### config.mk
export PLATFORM = sky130hd
export DESIGN_NAME = pixel_convert_and_blend_core_flat
export DESIGN_NICKNAME = d
export VERILOG_FILES = /design/src/design/pcb_pkg.sv /design/src/design/pcb_ifs.sv /design/src/design/pcb_expand.sv /design/src/design/pcb_blend.sv /design/src/design/pixel_convert_and_blend_core.sv /design/src/flat_wrapper.sv
export SDC_FILE = /design/constraint.sdc
export NUM_CORES = 2
export LEC_CHECK = 0
export BUFFER_PORTS_ARGS = -buffer_cell sky130_fd_sc_hd__buf_2
export CAP_MARGIN = 5
export CORE_ASPECT_RATIO = 0.8
export CORE_UTILIZATION = 55
export DETAILED_ROUTE_END_ITERATION = 8
export PLACE_DENSITY = 0.72
export SETUP_SLACK_MARGIN = 0.2
export SLEW_MARGIN = 20
export SYNTH_ARGS = -nofsm -noshare
export SYNTH_HDL_FRONTEND = slang
export SYNTH_HIERARCHICAL = 1
export SYNTH_SLANG_ARGS = --single-unit
### constraint.sdc
create_clock -name clk -period 28.6 [get_ports clk]
set_input_delay 1.43 -clock clk [delete_from_list [all_inputs] [get_ports clk]]
set_output_delay 1.43 -clock clk [all_outputs]
set_load 0.03 [all_outputs]
### src/design/pcb_pkg.sv
`timescale 1ns / 1ps
// Shared types, codes and constants of the pixel convert and blend core.
// Used by every other design file but pcb_ifs; depends on nothing.
package pcb_pkg;

	localparam int unsigned NUM_LAYERS = 3;
	localparam int unsigned WORD_W     = 32;
	localparam int unsigned YCC_W      = 20;

	typedef enum logic [1:0] {
		KIND_RGB565 = 2'd0,
		KIND_XRGB   = 2'd1,
		KIND_ARGB   = 2'd2,
		KIND_YCC    = 2'd3
	} kind_t;

	typedef enum logic [3:0] {
		FAC_ZERO   = 4'd0,
		FAC_ONE    = 4'd1,
		FAC_INV_A  = 4'd4,
		FAC_A      = 4'd5,
		FAC_INV_G  = 4'd8,
		FAC_G      = 4'd9,
		FAC_INV_AG = 4'd10,
		FAC_AG     = 4'd11
	} fsel_t;

	localparam logic [1:0]        LAYER_CURSOR = 2'd3;
	localparam logic [WORD_W-1:0] CURSOR_WORD  = 32'h1000_0000;
	localparam logic [7:0]        OPAQUE       = 8'hff;

	// Reciprocals for exact floor division: x/31 for x <= 31*255,
	// x/63 for x <= 63*255 and x/255 for x < 2^17.
	localparam logic [13:0] REC31  = 14'd8457;
	localparam int unsigned SH31   = 18;
	localparam logic [14:0] REC63  = 15'd16645;
	localparam int unsigned SH63   = 20;
	localparam logic [17:0] REC255 = 18'd131587;
	localparam int unsigned SH255  = 25;

	localparam logic signed [YCC_W-1:0] YCC_Y     = 20'sd298;
	localparam logic signed [YCC_W-1:0] YCC_CR_R  = 20'sd409;
	localparam logic signed [YCC_W-1:0] YCC_CB_G  = 20'sd100;
	localparam logic signed [YCC_W-1:0] YCC_CR_G  = 20'sd208;
	localparam logic signed [YCC_W-1:0] YCC_CB_B  = 20'sd516;
	localparam logic signed [YCC_W-1:0] YCC_ROUND = 20'sd128;
	localparam logic signed [YCC_W-1:0] YCC_Y_OFS = 20'sd16;
	localparam logic signed [YCC_W-1:0] YCC_C_OFS = 20'sd128;

	localparam logic [16:0] BLEND_ROUND = 17'd127;

	typedef struct packed {
		logic [3:0] sf_sel;
		logic [3:0] df_sel;
		logic [7:0] galpha;
	} blend_t;

	typedef struct packed {
		logic [7:0]  a;
		logic [7:0]  r;
		logic [7:0]  g;
		logic [7:0]  b;
		logic [23:0] dest;
		blend_t      blend;
		logic [7:0]  ag;
	} expd_t;

	function automatic blend_t unpack_blend(logic [WORD_W-1:0] w);
		blend_t f;
		f.sf_sel = w[31:28];
		f.df_sel = w[15:12];
		f.galpha = w[7:0];
		return f;
	endfunction

	function automatic logic [7:0] clamp_ycc(logic signed [YCC_W-1:0] v);
		logic [7:0] res;
		if (v < 0) begin
			res = 8'd0;
		end else if (v[YCC_W-1:16] != '0) begin
			res = 8'hff;
		end else begin
			res = v[15:8];
		end
		return res;
	endfunction

	function automatic logic [7:0] factor(logic [3:0] sel, logic [7:0] a, logic [7:0] g,
		logic [7:0] ag);
		logic [7:0] f;
		unique case (fsel_t'(sel))
			FAC_ONE:    f = 8'hff;
			FAC_INV_A:  f = 8'hff - a;
			FAC_A:      f = a;
			FAC_INV_G:  f = 8'hff - g;
			FAC_G:      f = g;
			FAC_INV_AG: f = 8'hff - ag;
			FAC_AG:     f = ag;
			default:    f = 8'd0;
		endcase
		return f;
	endfunction

endpackage

### src/design/pcb_ifs.sv
`timescale 1ns / 1ps
// Valid/ready channel interfaces for the pixel input and the result output.
// Stand alone; the core uses the sink side of one and the source side of the other.
interface pcb_pix_if;
	logic        valid;
	logic        ready;
	logic [1:0]  kind;
	logic [1:0]  layer;
	logic [31:0] source_word;
	logic [23:0] dest_pixel;

	modport source(output valid, kind, layer, source_word, dest_pixel, input ready);
	modport sink(input valid, kind, layer, source_word, dest_pixel, output ready);
endinterface

interface pcb_res_if;
	logic        valid;
	logic        ready;
	logic [31:0] blended_pixel;
	logic [15:0] packed_rgb565;

	modport source(output valid, blended_pixel, packed_rgb565, input ready);
	modport sink(input valid, blended_pixel, packed_rgb565, output ready);
endinterface

### src/design/pcb_expand.sv
`timescale 1ns / 1ps
// Stages one and two: source expansion to ARGB, blend word selection and a*g/255.
// Depends on pcb_pkg.
module pcb_expand (
	input  logic                        clk,
	input  logic                        arst_n,
	input  logic                        adv,
	input  logic                        in_valid,
	input  logic [1:0]                  kind,
	input  logic [1:0]                  layer,
	input  logic [31:0]                 source_word,
	input  logic [23:0]                 dest_pixel,
	input  logic [pcb_pkg::WORD_W-1:0]  words [pcb_pkg::NUM_LAYERS],
	output logic                        out_valid,
	output pcb_pkg::expd_t              out_data
);

	logic [pcb_pkg::WORD_W-1:0]        word;
	logic [7:0]                        alpha;
	logic signed [pcb_pkg::YCC_W-1:0]  c_w, d_w, e_w;
	logic signed [pcb_pkg::YCC_W-1:0]  r_sum, g_sum, b_sum;
	logic [12:0]                       num_r, num_b;
	logic [13:0]                       num_g;
	pcb_pkg::blend_t                   blend;

	logic                              valid_s1;
	pcb_pkg::kind_t                    kind_s1;
	logic [23:0]                       rgb_s1;
	logic [7:0]                        alpha_s1;
	logic [23:0]                       dest_s1;
	pcb_pkg::blend_t                   blend_s1;
	logic [15:0]                       ag_prod_s1;
	logic [12:0]                       num_r_s1, num_b_s1;
	logic [13:0]                       num_g_s1;
	logic signed [pcb_pkg::YCC_W-1:0]  r_sum_s1, g_sum_s1, b_sum_s1;

	logic [26:0]                       q_r, q_b;
	logic [28:0]                       q_g;
	logic [33:0]                       q_ag;
	pcb_pkg::expd_t                    expd;

	always_comb begin
		if (layer == pcb_pkg::LAYER_CURSOR) begin
			word = pcb_pkg::CURSOR_WORD;
		end else begin
			word = words[layer];
		end
		blend = pcb_pkg::unpack_blend(word);
		alpha = (pcb_pkg::kind_t'(kind) == pcb_pkg::KIND_ARGB) ? source_word[31:24]
			: pcb_pkg::OPAQUE;

		c_w = pcb_pkg::YCC_W'(source_word[23:16]) - pcb_pkg::YCC_Y_OFS;
		d_w = pcb_pkg::YCC_W'(source_word[15:8]) - pcb_pkg::YCC_C_OFS;
		e_w = pcb_pkg::YCC_W'(source_word[7:0]) - pcb_pkg::YCC_C_OFS;
		r_sum = c_w * pcb_pkg::YCC_Y + e_w * pcb_pkg::YCC_CR_R + pcb_pkg::YCC_ROUND;
		g_sum = c_w * pcb_pkg::YCC_Y - d_w * pcb_pkg::YCC_CB_G - e_w * pcb_pkg::YCC_CR_G
			+ pcb_pkg::YCC_ROUND;
		b_sum = c_w * pcb_pkg::YCC_Y + d_w * pcb_pkg::YCC_CB_B + pcb_pkg::YCC_ROUND;

		num_r = (13'(source_word[15:11]) << 8) - 13'(source_word[15:11]);
		num_g = (14'(source_word[10:5]) << 8) - 14'(source_word[10:5]);
		num_b = (13'(source_word[4:0]) << 8) - 13'(source_word[4:0]);
	end

	always_ff @(posedge clk or negedge arst_n) begin
		if (!arst_n) begin
			valid_s1 <= 1'b0;
		end else if (adv) begin
			valid_s1 <= in_valid;
		end
	end

	always_ff @(posedge clk) begin
		if (adv) begin
			kind_s1    <= pcb_pkg::kind_t'(kind);
			rgb_s1     <= source_word[23:0];
			alpha_s1   <= alpha;
			dest_s1    <= dest_pixel;
			blend_s1   <= blend;
			ag_prod_s1 <= 16'(alpha) * 16'(blend.galpha);
			num_r_s1   <= num_r;
			num_g_s1   <= num_g;
			num_b_s1   <= num_b;
			r_sum_s1   <= r_sum;
			g_sum_s1   <= g_sum;
			b_sum_s1   <= b_sum;
		end
	end

	always_comb begin
		q_r  = 27'(num_r_s1) * 27'(pcb_pkg::REC31);
		q_g  = 29'(num_g_s1) * 29'(pcb_pkg::REC63);
		q_b  = 27'(num_b_s1) * 27'(pcb_pkg::REC31);
		q_ag = 34'(ag_prod_s1) * 34'(pcb_pkg::REC255);

		expd.a     = alpha_s1;
		expd.dest  = dest_s1;
		expd.blend = blend_s1;
		expd.ag    = q_ag[pcb_pkg::SH255+7:pcb_pkg::SH255];
		unique case (kind_s1)
			pcb_pkg::KIND_RGB565: begin
				expd.r = q_r[pcb_pkg::SH31+7:pcb_pkg::SH31];
				expd.g = q_g[pcb_pkg::SH63+7:pcb_pkg::SH63];
				expd.b = q_b[pcb_pkg::SH31+7:pcb_pkg::SH31];
			end
			pcb_pkg::KIND_YCC: begin
				expd.r = pcb_pkg::clamp_ycc(r_sum_s1);
				expd.g = pcb_pkg::clamp_ycc(g_sum_s1);
				expd.b = pcb_pkg::clamp_ycc(b_sum_s1);
			end
			default: begin
				expd.r = rgb_s1[23:16];
				expd.g = rgb_s1[15:8];
				expd.b = rgb_s1[7:0];
			end
		endcase
	end

	always_ff @(posedge clk or negedge arst_n) begin
		if (!arst_n) begin
			out_valid <= 1'b0;
		end else if (adv) begin
			out_valid <= valid_s1;
		end
	end

	always_ff @(posedge clk) begin
		if (adv) begin
			out_data <= expd;
		end
	end

endmodule

### src/design/pcb_blend.sv
`timescale 1ns / 1ps
// Stages three to five: factor selection, channel products, sum and divide by 255.
// Depends on pcb_pkg; the last stage is the output register of the core.
module pcb_blend (
	input  logic            clk,
	input  logic            arst_n,
	input  logic            adv,
	input  logic            in_valid,
	input  pcb_pkg::expd_t  in_data,
	output logic            out_valid,
	output logic [31:0]     blended_pixel,
	output logic [15:0]     packed_rgb565
);

	logic [7:0]  sf, df;
	logic [7:0]  src_ch [3];
	logic [7:0]  dst_ch [3];

	logic        valid_s3;
	logic [15:0] sp_s3 [3];
	logic [15:0] dp_s3 [3];

	logic        valid_s4;
	logic [16:0] sum_s4 [3];

	logic [34:0] quo [3];
	logic [7:0]  res [3];

	always_comb begin
		sf = pcb_pkg::factor(in_data.blend.sf_sel, in_data.a, in_data.blend.galpha,
			in_data.ag);
		df = pcb_pkg::factor(in_data.blend.df_sel, in_data.a, in_data.blend.galpha,
			in_data.ag);
		src_ch[0] = in_data.b;
		src_ch[1] = in_data.g;
		src_ch[2] = in_data.r;
		dst_ch[0] = in_data.dest[7:0];
		dst_ch[1] = in_data.dest[15:8];
		dst_ch[2] = in_data.dest[23:16];
	end

	always_ff @(posedge clk or negedge arst_n) begin
		if (!arst_n) begin
			valid_s3  <= 1'b0;
			valid_s4  <= 1'b0;
			out_valid <= 1'b0;
		end else if (adv) begin
			valid_s3  <= in_valid;
			valid_s4  <= valid_s3;
			out_valid <= valid_s4;
		end
	end

	always_ff @(posedge clk) begin
		if (adv) begin
			for (int i = 0; i < 3; i++) begin
				sp_s3[i]  <= 16'(src_ch[i]) * 16'(sf);
				dp_s3[i]  <= 16'(dst_ch[i]) * 16'(df);
				sum_s4[i] <= 17'(sp_s3[i]) + 17'(dp_s3[i]) + pcb_pkg::BLEND_ROUND;
			end
		end
	end

	always_comb begin
		for (int i = 0; i < 3; i++) begin
			quo[i] = 35'(sum_s4[i]) * 35'(pcb_pkg::REC255);
			res[i] = (quo[i][pcb_pkg::SH255+8] == 1'b1) ? 8'hff
				: quo[i][pcb_pkg::SH255+7:pcb_pkg::SH255];
		end
	end

	always_ff @(posedge clk) begin
		if (adv) begin
			blended_pixel <= {pcb_pkg::OPAQUE, res[2], res[1], res[0]};
			packed_rgb565 <= {res[2][7:3], res[1][7:2], res[0][7:3]};
		end
	end

endmodule

### src/design/pixel_convert_and_blend_core.sv
`timescale 1ns / 1ps
// Top level of the pixel convert and blend core: blend word registers and pipeline.
// Depends on pcb_pkg, pcb_ifs, pcb_expand and pcb_blend.
//
//   Port     Kind        Contents
//   pixel    sink        kind, layer, source_word, dest_pixel
//   result   source      blended_pixel, packed_rgb565
//   cfg_*    write only  cfg_we, cfg_index, cfg_data (blend words a, b, c)
//
// The five register stages all advance together whenever the output register
// is empty or its beat is taken, so throughput is one beat per clock.
// A stall on the result side freezes every stage; nothing is lost or repeated.
// Reset clears the valid bits and the three blend words.
module pixel_convert_and_blend_core (
	input  logic                        clk,
	input  logic                        arst_n,
	pcb_pix_if.sink                     pixel,
	pcb_res_if.source                   result,
	input  logic                        cfg_we,
	input  logic [1:0]                  cfg_index,
	input  logic [pcb_pkg::WORD_W-1:0]  cfg_data
);

	logic                        adv;
	logic [pcb_pkg::WORD_W-1:0]  blend_q [pcb_pkg::NUM_LAYERS];
	logic                        expd_valid;
	pcb_pkg::expd_t              expd_data;

	assign adv         = !result.valid || result.ready;
	assign pixel.ready = adv;

	always_ff @(posedge clk or negedge arst_n) begin
		if (!arst_n) begin
			for (int i = 0; i < pcb_pkg::NUM_LAYERS; i++) begin
				blend_q[i] <= '0;
			end
		end else if (cfg_we && (cfg_index < 2'(pcb_pkg::NUM_LAYERS))) begin
			blend_q[cfg_index] <= cfg_data;
		end
	end

	pcb_expand u_expand (
		.clk         (clk),
		.arst_n      (arst_n),
		.adv         (adv),
		.in_valid    (pixel.valid),
		.kind        (pixel.kind),
		.layer       (pixel.layer),
		.source_word (pixel.source_word),
		.dest_pixel  (pixel.dest_pixel),
		.words       (blend_q),
		.out_valid   (expd_valid),
		.out_data    (expd_data)
	);

	pcb_blend u_blend (
		.clk           (clk),
		.arst_n        (arst_n),
		.adv           (adv),
		.in_valid      (expd_valid),
		.in_data       (expd_data),
		.out_valid     (result.valid),
		.blended_pixel (result.blended_pixel),
		.packed_rgb565 (result.packed_rgb565)
	);

endmodule

### src/flat_wrapper.sv
// flat-port wrapper written by rule: the top's interface ports become plain ports
module pixel_convert_and_blend_core_flat 
  (clk, arst_n, cfg_we, cfg_index, cfg_data, pixel_valid, pixel_kind, pixel_layer, pixel_source_word, pixel_dest_pixel, pixel_ready, result_valid, result_blended_pixel, result_packed_rgb565, result_ready);
  pcb_pix_if pixel_i ();
  pcb_res_if result_i ();
  input  logic clk;
  input  logic arst_n;
  input  logic cfg_we;
  input  logic [1:0] cfg_index;
  input  logic [pcb_pkg::WORD_W-1:0] cfg_data;
  input wire logic [$bits(pixel_i.valid)-1:0] pixel_valid;
  input wire logic [$bits(pixel_i.kind)-1:0] pixel_kind;
  input wire logic [$bits(pixel_i.layer)-1:0] pixel_layer;
  input wire logic [$bits(pixel_i.source_word)-1:0] pixel_source_word;
  input wire logic [$bits(pixel_i.dest_pixel)-1:0] pixel_dest_pixel;
  output wire logic [$bits(pixel_i.ready)-1:0] pixel_ready;
  output wire logic [$bits(result_i.valid)-1:0] result_valid;
  output wire logic [$bits(result_i.blended_pixel)-1:0] result_blended_pixel;
  output wire logic [$bits(result_i.packed_rgb565)-1:0] result_packed_rgb565;
  input wire logic [$bits(result_i.ready)-1:0] result_ready;
  assign pixel_i.valid = pixel_valid;
  assign pixel_i.kind = pixel_kind;
  assign pixel_i.layer = pixel_layer;
  assign pixel_i.source_word = pixel_source_word;
  assign pixel_i.dest_pixel = pixel_dest_pixel;
  assign pixel_ready = pixel_i.ready;
  assign result_valid = result_i.valid;
  assign result_blended_pixel = result_i.blended_pixel;
  assign result_packed_rgb565 = result_i.packed_rgb565;
  assign result_i.ready = result_ready;
  pixel_convert_and_blend_core u_core (.clk(clk), .arst_n(arst_n), .pixel(pixel_i), .result(result_i), .cfg_we(cfg_we), .cfg_index(cfg_index), .cfg_data(cfg_data));
endmodule
# After elaboration in Yosys (flattened, before gate mapping)
# Memory sizes are Yosys's and may differ from the RTL's.
# Cells that the tools add are included.
totals:
  latchBits: 0
  ramBits: 147
  mem_count: 3
  input_bits: 99
  elab_cells: 134
  romBits: 0
  output_inout_bits: 50
  ff_bits: 395
memory_table:
  columns: ["memory", "words", "width", "read_ports", "rd_clocked_by_memory_dff", "wr", "line", "rtl"]
  rows:
  - ["u_core.u_blend.sum_s4", 3, 17, 3, 0, 3, "pcb_blend.sv:24", "logic [16:0] sum_s4 [3];"]
  - ["u_core.u_blend.dp_s3", 3, 16, 3, 0, 3, "pcb_blend.sv:21", "logic [15:0] dp_s3 [3];"]
  - ["u_core.u_blend.sp_s3", 3, 16, 3, 0, 3, "pcb_blend.sv:20", "logic [15:0] sp_s3 [3];"]
op_classes:
  n_div: 0
  n_shift: 0
  mul: 19
  eq_ne: 17
  n_addsub: 22
  n_reduce_logical: 8
  bitwise: 2
  magnitude_cmp: 7
  muxes: 19
ops:
  columns: ["op", "n"]
  rows:
  - ["$mul A8 B8 Y16", 7]
  - ["$pmux W8 S7", 2]
  - ["$mul A17 B18 Y34 const B", 3]
  - ["$bwmux W96", 1]
  - ["$mux W32", 3]
  - ["$bmux W32 S2", 1]
  - ["$demux W32 S2", 1]
  - ["$mux W8", 8]
  - ["$add A20 B9 Y20 const B", 3]
  - ["$lt A20 B1 Y1 const B", 3]
  - ["$mul A13 B14 Y26 const B", 2]
  - ["$add A16 B16 Y17", 3]
  - ["$add A17 B7 Y17 const B", 3]
  - ["$pmux W24 S2", 1]
  - ["$mul A9 B9 Y18 const B", 2]
  - ["$mul A16 B18 Y33 const B", 1]
  - ["$eq A4 B4 Y1 const B", 8]
  - ["$mul A14 B15 Y28 const B", 1]
  - ["$sub A13 B5 Y13", 2]
  - ["$sub A8 B8 Y8 const A", 3]
  - ["$add A19 B19 Y20", 1]
  - ["$add A19 B20 Y20", 1]
  - ["$sub A19 B17 Y20", 1]
  - ["$sub A20 B18 Y20", 1]
  - ["other kinds (19)", 32]

# Logic depth before layout (Yosys ltp)
depth:
  depth_word: 6
  depth_mapped: 30
  ltp_nobuf: 30

# Modules after synthesis
# Netlist, hierarchy kept.
by_module_without_submodules:
  columns: ["mod", "area_per_inst_um2", "cells_each", "seq_area_each_um2", "instances"]
  rows:
  - ["pcb_blend", 27411.3, 2818, 5210.0, 1]
  - ["pcb_expand", 23816.6, 2205, 7347.0, 1]
  - ["pixel_convert_and_blend_core", 3632.2, 205, 2402.3, 1]

# Least setup slack after synthesis
# Ideal clock, no wire load.
synth_path:
  path_type: "input to register"
  start: "in result_ready"
  end: "reg u_core.u_blend.out_valid"
  setup_time_ns: 0.120
  t_required_ns: 28.480
  slack_ns: 15.428
  path_buffers: 0
  stages: 2
  arrival_time_ns: 13.051
  path_cell_list: "nand2b_1 > mux2_2"
synth_via:
  elab_chain_len: 1
synth_rtl:
  columns: ["item", "line", "rtl"]
  rows:
  - ["start, declared", "flat_wrapper.sv:20", "input wire logic [$bits(result_i.ready)-1:0] result_ready;"]
  - ["$logic_or A1 B1 Y1", "pixel_convert_and_blend_core.sv:29", "assign adv = !result.valid || result.ready;"]
  - ["end signal, assigned", "pcb_blend.sv:50", "out_valid <= valid_s4;"]
  - ["end, declared", "pcb_blend.sv:10", "output logic out_valid,"]
# No other way between the ends.
# A chain may end at the register's enable or synchronous reset.

# Final worst setup path
layout_path:
  start: "in pixel_source_word[20]"
  end: "reg u_core/u_expand/g_sum_s1[19] (netlist name) (data pin)"
layout_via:
  elab_chain_len: 5
layout_rtl:
  columns: ["item", "line", "rtl"]
  rows:
  - ["start, declared", "flat_wrapper.sv:14", "input wire logic [$bits(pixel_i.source_word)-1:0] pixel_source_word;"]
  - ["$sub A8 B5 Y9", "pcb_expand.sv:52", "c_w = pcb_pkg::YCC_W'(source_word[23:16]) - pcb_pkg::YCC_Y_OFS;"]
  - ["$mul A9 B9 Y18", "pcb_expand.sv:56", "g_sum = c_w * pcb_pkg::YCC_Y - d_w * pcb_pkg::YCC_CB_G - e_w * pcb_pkg::YCC_CR_G"]
  - ["$sub A19 B17 Y20", "pcb_expand.sv:56", null]
  - ["$sub A20 B18 Y20", "pcb_expand.sv:56", null]
  - ["$add A20 B9 Y20", "pcb_expand.sv:57", "+ pcb_pkg::YCC_ROUND;"]
  - ["named net u_core.u_expand.g_sum, one bit", "pcb_expand.sv:21", "logic signed [pcb_pkg::YCC_W-1:0] r_sum, g_sum, b_sum;"]
  - ["end signal, assigned", "pcb_expand.sv:85", "g_sum_s1 <= g_sum;"]
  - ["end, declared", "pcb_expand.sv:35", "logic signed [pcb_pkg::YCC_W-1:0] r_sum_s1, g_sum_s1, b_sum_s1;"]
# The timed path passes the listed nets, and every way through them passes these cells.

==> impl_results.html <==
<table>
<tr><th>Metric</th><th>Value</th></tr>
<tr><th colspan="2">STA</th></tr>
<tr><td>Clock skew after layout</td><td>0.0330 ns</td></tr>
<tr><td>Final Hold Vio Count</td><td>0</td></tr>
<tr><td>Setup repair after global routing missed its margin</td><td>false</td></tr>
<tr><td>Worst-case headroom to the max-slew limit</td><td>0.326</td></tr>
<tr><td>Maximum operating frequency</td><td>125 MHz</td></tr>
<tr><td>Max-slew violation total from the final report</td><td>0</td></tr>
<tr><td>Minimum clock period after layout</td><td>7.99 ns</td></tr>
<tr><td>Summed negative setup slack over all endpoints</td><td>0 ns</td></tr>
<tr><td>Final worst-path cycle share</td><td>0.279</td></tr>
<tr><td>Number of setup violations in the final report</td><td>0</td></tr>
<tr><td>Worst setup slack after layout</td><td>20.61 ns</td></tr>
<tr><td>Transition time of the tightest slew-check pin</td><td>1.01 ns</td></tr>
<tr><th colspan="2">Worst setup path</th></tr>
<tr><td>Critical path arrival</td><td>8.37 ns</td></tr>
<tr><td>Register-to-Register Path Depth</td><td>21</td></tr>
<tr><td>Worst path buffer plus inverter count</td><td>4</td></tr>
<tr><td>Slowest CP cell</td><td>sky130_fd_sc_hd__nor3b_2</td></tr>
<tr><td>RR Endpoint</td><td>u_core/u_blend/dp_s3[0][29]</td></tr>
<tr><td>Crit-path max cell delay</td><td>0.75 ns</td></tr>
<tr><td>Required time worst endpoint</td><td>28.98 ns</td></tr>
<tr><td>Nature of the critical path endpoint</td><td>flip-flop</td></tr>
<tr><td>Critical path startpoint category</td><td>input port</td></tr>
<tr><td>Most numerous cell on the critical path</td><td>sky130_fd_sc_hd__ha_1</td></tr>
<tr><td>Cell type group with the largest total delay on the critical path</td><td>adder cells</td></tr>
<tr><td>Setup slack of the most critical reg-to-reg path</td><td>22.54 ns</td></tr>
<tr><td>Largest fanout on the critical path</td><td>11</td></tr>
<tr><td>Reg2Reg Launch Point</td><td>u_core/u_expand/out_data[19]</td></tr>
<tr><td>Setup Crit Path Kind</td><td>in -&gt; reg</td></tr>
<tr><th colspan="2">Layout</th></tr>
<tr><td>Register Area</td><td>13,800 um^2</td></tr>
<tr><td>Antenna diode count</td><td>0</td></tr>
<tr><td>Ratio of cells with drive above 1 in the final layout</td><td>0.0639</td></tr>
<tr><td>Count of fill cells added during filler insertion</td><td>8,047</td></tr>
<tr><td>Final non-filler cell total</td><td>6,576</td></tr>
<tr><td>Multi-input gate area in the final layout</td><td>35,300 um^2</td></tr>
<tr><td>Area growth from synthesis to layout</td><td>7.13%</td></tr>
<tr><td>Post-layout nets</td><td>6,891</td></tr>
<tr><td>Final std cell area, no fill</td><td>56,900 um^2</td></tr>
<tr><th colspan="2">Min path</th></tr>
<tr><td>Endpoint of the worst hold path</td><td>u_core/u_expand/out_data[13]</td></tr>
<tr><td>Worst hold path cell count</td><td>0</td></tr>
<tr><td>Worst hold start</td><td>u_core/u_expand/blend_s1[5]</td></tr>
<tr><td>Hold WC Path Type</td><td>reg -&gt; reg</td></tr>
<tr><th colspan="2">Logic synthesis</th></tr>
<tr><td>Mean area per synthesized cell</td><td>10.4 um^2</td></tr>
<tr><td>Mapped cell area</td><td>53,100 um^2</td></tr>
<tr><td>Number of cells produced by synthesis</td><td>5,132</td></tr>
<tr><td>Synthesis warning total</td><td>6</td></tr>
<tr><th colspan="2">Clocking</th></tr>
<tr><td>Clock net sink count</td><td>467</td></tr>
<tr><td>Count of buffers added by post-CTS timing repair for setup</td><td>0</td></tr>
<tr><td>Number of buffers added to fix hold violations after cts</td><td>0</td></tr>
<tr><td>Worst skew pair latency</td><td>0.64 ns</td></tr>
<tr><td>Number of gates resized after cts</td><td>0</td></tr>
<tr><td>TritonCTS Buffers</td><td>55</td></tr>
<tr><td>Clock input transition at the sequential cells of the worst setup and hold paths</td><td>0.06 ns</td></tr>
<tr><td>CTS Root Buffer Type</td><td>sky130_fd_sc_hd__clkbuf_16</td></tr>
<tr><td>CTS HTree Levels</td><td>2</td></tr>
<tr><td>CTS tree</td><td>yes</td></tr>
<tr><td>Maximum buffer depth of the clock tree</td><td>3</td></tr>
<tr><th colspan="2">Routing</th></tr>
<tr><td>Wire length after detailed routing</td><td>107,000 um</td></tr>
<tr><td>Residual DRC count</td><td>0</td></tr>
<tr><td>Iteration-0 DRC Markers</td><td>1,731</td></tr>
<tr><td>Total via count in the routed design</td><td>35,389</td></tr>
<tr><td>Detailed-router iteration count before antenna repair</td><td>7</td></tr>
<tr><td>Vias per Instance</td><td>5.38</td></tr>
<tr><td>Average routed wire per standard cell</td><td>16.2 um</td></tr>
<tr><td>Post-route ant nets</td><td>0</td></tr>
<tr><th colspan="2">Place</th></tr>
<tr><td>Placed cell areas</td><td>55,000 um^2</td></tr>
<tr><td>Placer congestion estimate</td><td>0.884</td></tr>
<tr><td>Cell total after placement</td><td>6,473</td></tr>
<tr><td>Worst slack, placed</td><td>19.97 ns</td></tr>
<tr><td>DP Wirelength</td><td>85,500 um</td></tr>
<tr><td>Count of port buffers added during placement</td><td>124</td></tr>
<tr><th colspan="2">Global route</th></tr>
<tr><td>Maximum number of pins on one net before global-route repair</td><td>82</td></tr>
<tr><td>Via count of the first global-routing pass</td><td>35,783</td></tr>
<tr><td>First-pass GRT wire length</td><td>177,000 um</td></tr>
<tr><td>Initial antenna violation count</td><td>0</td></tr>
<tr><td>Remaining Overflow, GRT</td><td>0</td></tr>
<tr><td>GRT Overall Usage</td><td>0.223</td></tr>
<tr><th colspan="2">Floorplan</th></tr>
<tr><td>Die Ht</td><td>280 um</td></tr>
<tr><td>Area enclosed by the die boundary</td><td>97,800 um^2</td></tr>
<tr><td>Num ports</td><td>149</td></tr>
<tr><td>DIE WIDTH</td><td>349 um</td></tr>
<tr><td>Std-Cell Core Area</td><td>95,300 um^2</td></tr>
<tr><td>Initial core utilization</td><td>0.557</td></tr>
<tr><td>Total number of placement rows</td><td>101</td></tr>
<tr><th colspan="2">Flow run</th></tr>
<tr><td>Maxcap violations</td><td>0</td></tr>
<tr><th colspan="2">Outcome</th></tr>
<tr><td>Status</td><td>completed</td></tr>
</table>
## flip-flops by register name, indices dropped and copies added (netlist names), 13 cells and up
| signal | flops |
|---|---|
| u_core/u_blend/dp_s3 | 48 |
| u_core/u_expand/ag_prod_s1 | 16 |
| u_core/u_expand/num_g_s1 | 13 |
| u_core/u_expand/dest_s1 | 24 |
| u_core/u_expand/rgb_s1 | 24 |
| u_core/u_blend/sum_s4 | 51 |
| u_core/blend_q | 48 |
| u_core/u_expand/out_data | 80 |
| u_core/u_expand/blend_s1 | 16 |
| u_core/u_blend/sp_s3 | 48 |
| u_core/u_blend/blended_pixel | 24 |
## metal layers
metal,GRT usage,share of wire
met1,0.315,0.48
met4,0.0648,0.028
met5,0,0
met3,0.0260,0.041
met2,0.361,0.45
## layout by cell type, fill, tap and decap left out, drive strengths merged, types with 10 or more instances in the layout
cell       n
buf      148
mux2i     18
o31ai     15
clkinv    19
fa       393
o221ai    16
a21o      62
a21boi    21
ha      1156
or2       20
nand3     43
xor2      62
nor3      48
xnor2    206
mux2      55
o22ai     21
edfxtp   414
nand4     23
nor2b    170
o21bai    13
o21a      22
a31oi     38
clkbuf    62
and3      28
nor2     204
nand2b    40
a21oi    186
nand2    256
and2     209
o21ai    128
a211oi    19
inv      958
o211ai    16
a211o     10
dfrtp     53
or3       21
## cell type report
class / count / area share
well taps: 1287 / 0.0283
clock inverters: 41 / 0.00778
multi-input cells: 3627 / 0.621
clock buffers: 62 / 0.0250
repair buffers: 148 / 0.0141
inverters: 944 / 0.0623
flip-flops and latches: 467 / 0.242
## worst reg2reg max path, delay by kind of cell, from the launching register on
family | cells | cell delay (ns)
fa+ha+maj | 5 | 2.40
compound gates | 7 | 1.48
simple gates | 4 | 0.74
flops | 1 | 0.56
buf+inv | 4 | 0.48
xor+xnor | 1 | 0.12
## how the worst max path moves through the flow
stage                                      from                           end  slack [ns]  cells past startpoint
after floorplan                    result_ready      u_core/u_blend/out_valid       15.43                      2
after global placement    pixel_source_word[20]  u_core/u_expand/g_sum_s1[19]       20.03                     26
after detailed placement  pixel_source_word[20]  u_core/u_expand/g_sum_s1[19]       19.97                     26
after CTS                 pixel_source_word[20]  u_core/u_expand/g_sum_s1[19]       20.65                     26
after global routing      pixel_source_word[20]  u_core/u_expand/r_sum_s1[18]       20.20                     27
final                     pixel_source_word[20]  u_core/u_expand/g_sum_s1[19]       20.61                     26
## metrics by stage
step | util | hold slack [ns]
2_1_floorplan | - | 0.400
3_3_place_gp | 0.578 | 0.402
3_5_place_dp | 0.578 | 0.405
4_1_cts | 0.597 | 0.412
5_1_grt | 0.597 | 0.429
6_report | 0.597 | 0.409
Power is not shown: default switching activity piles up to over one toggle a cycle in this logic, so the estimate is an artifact.
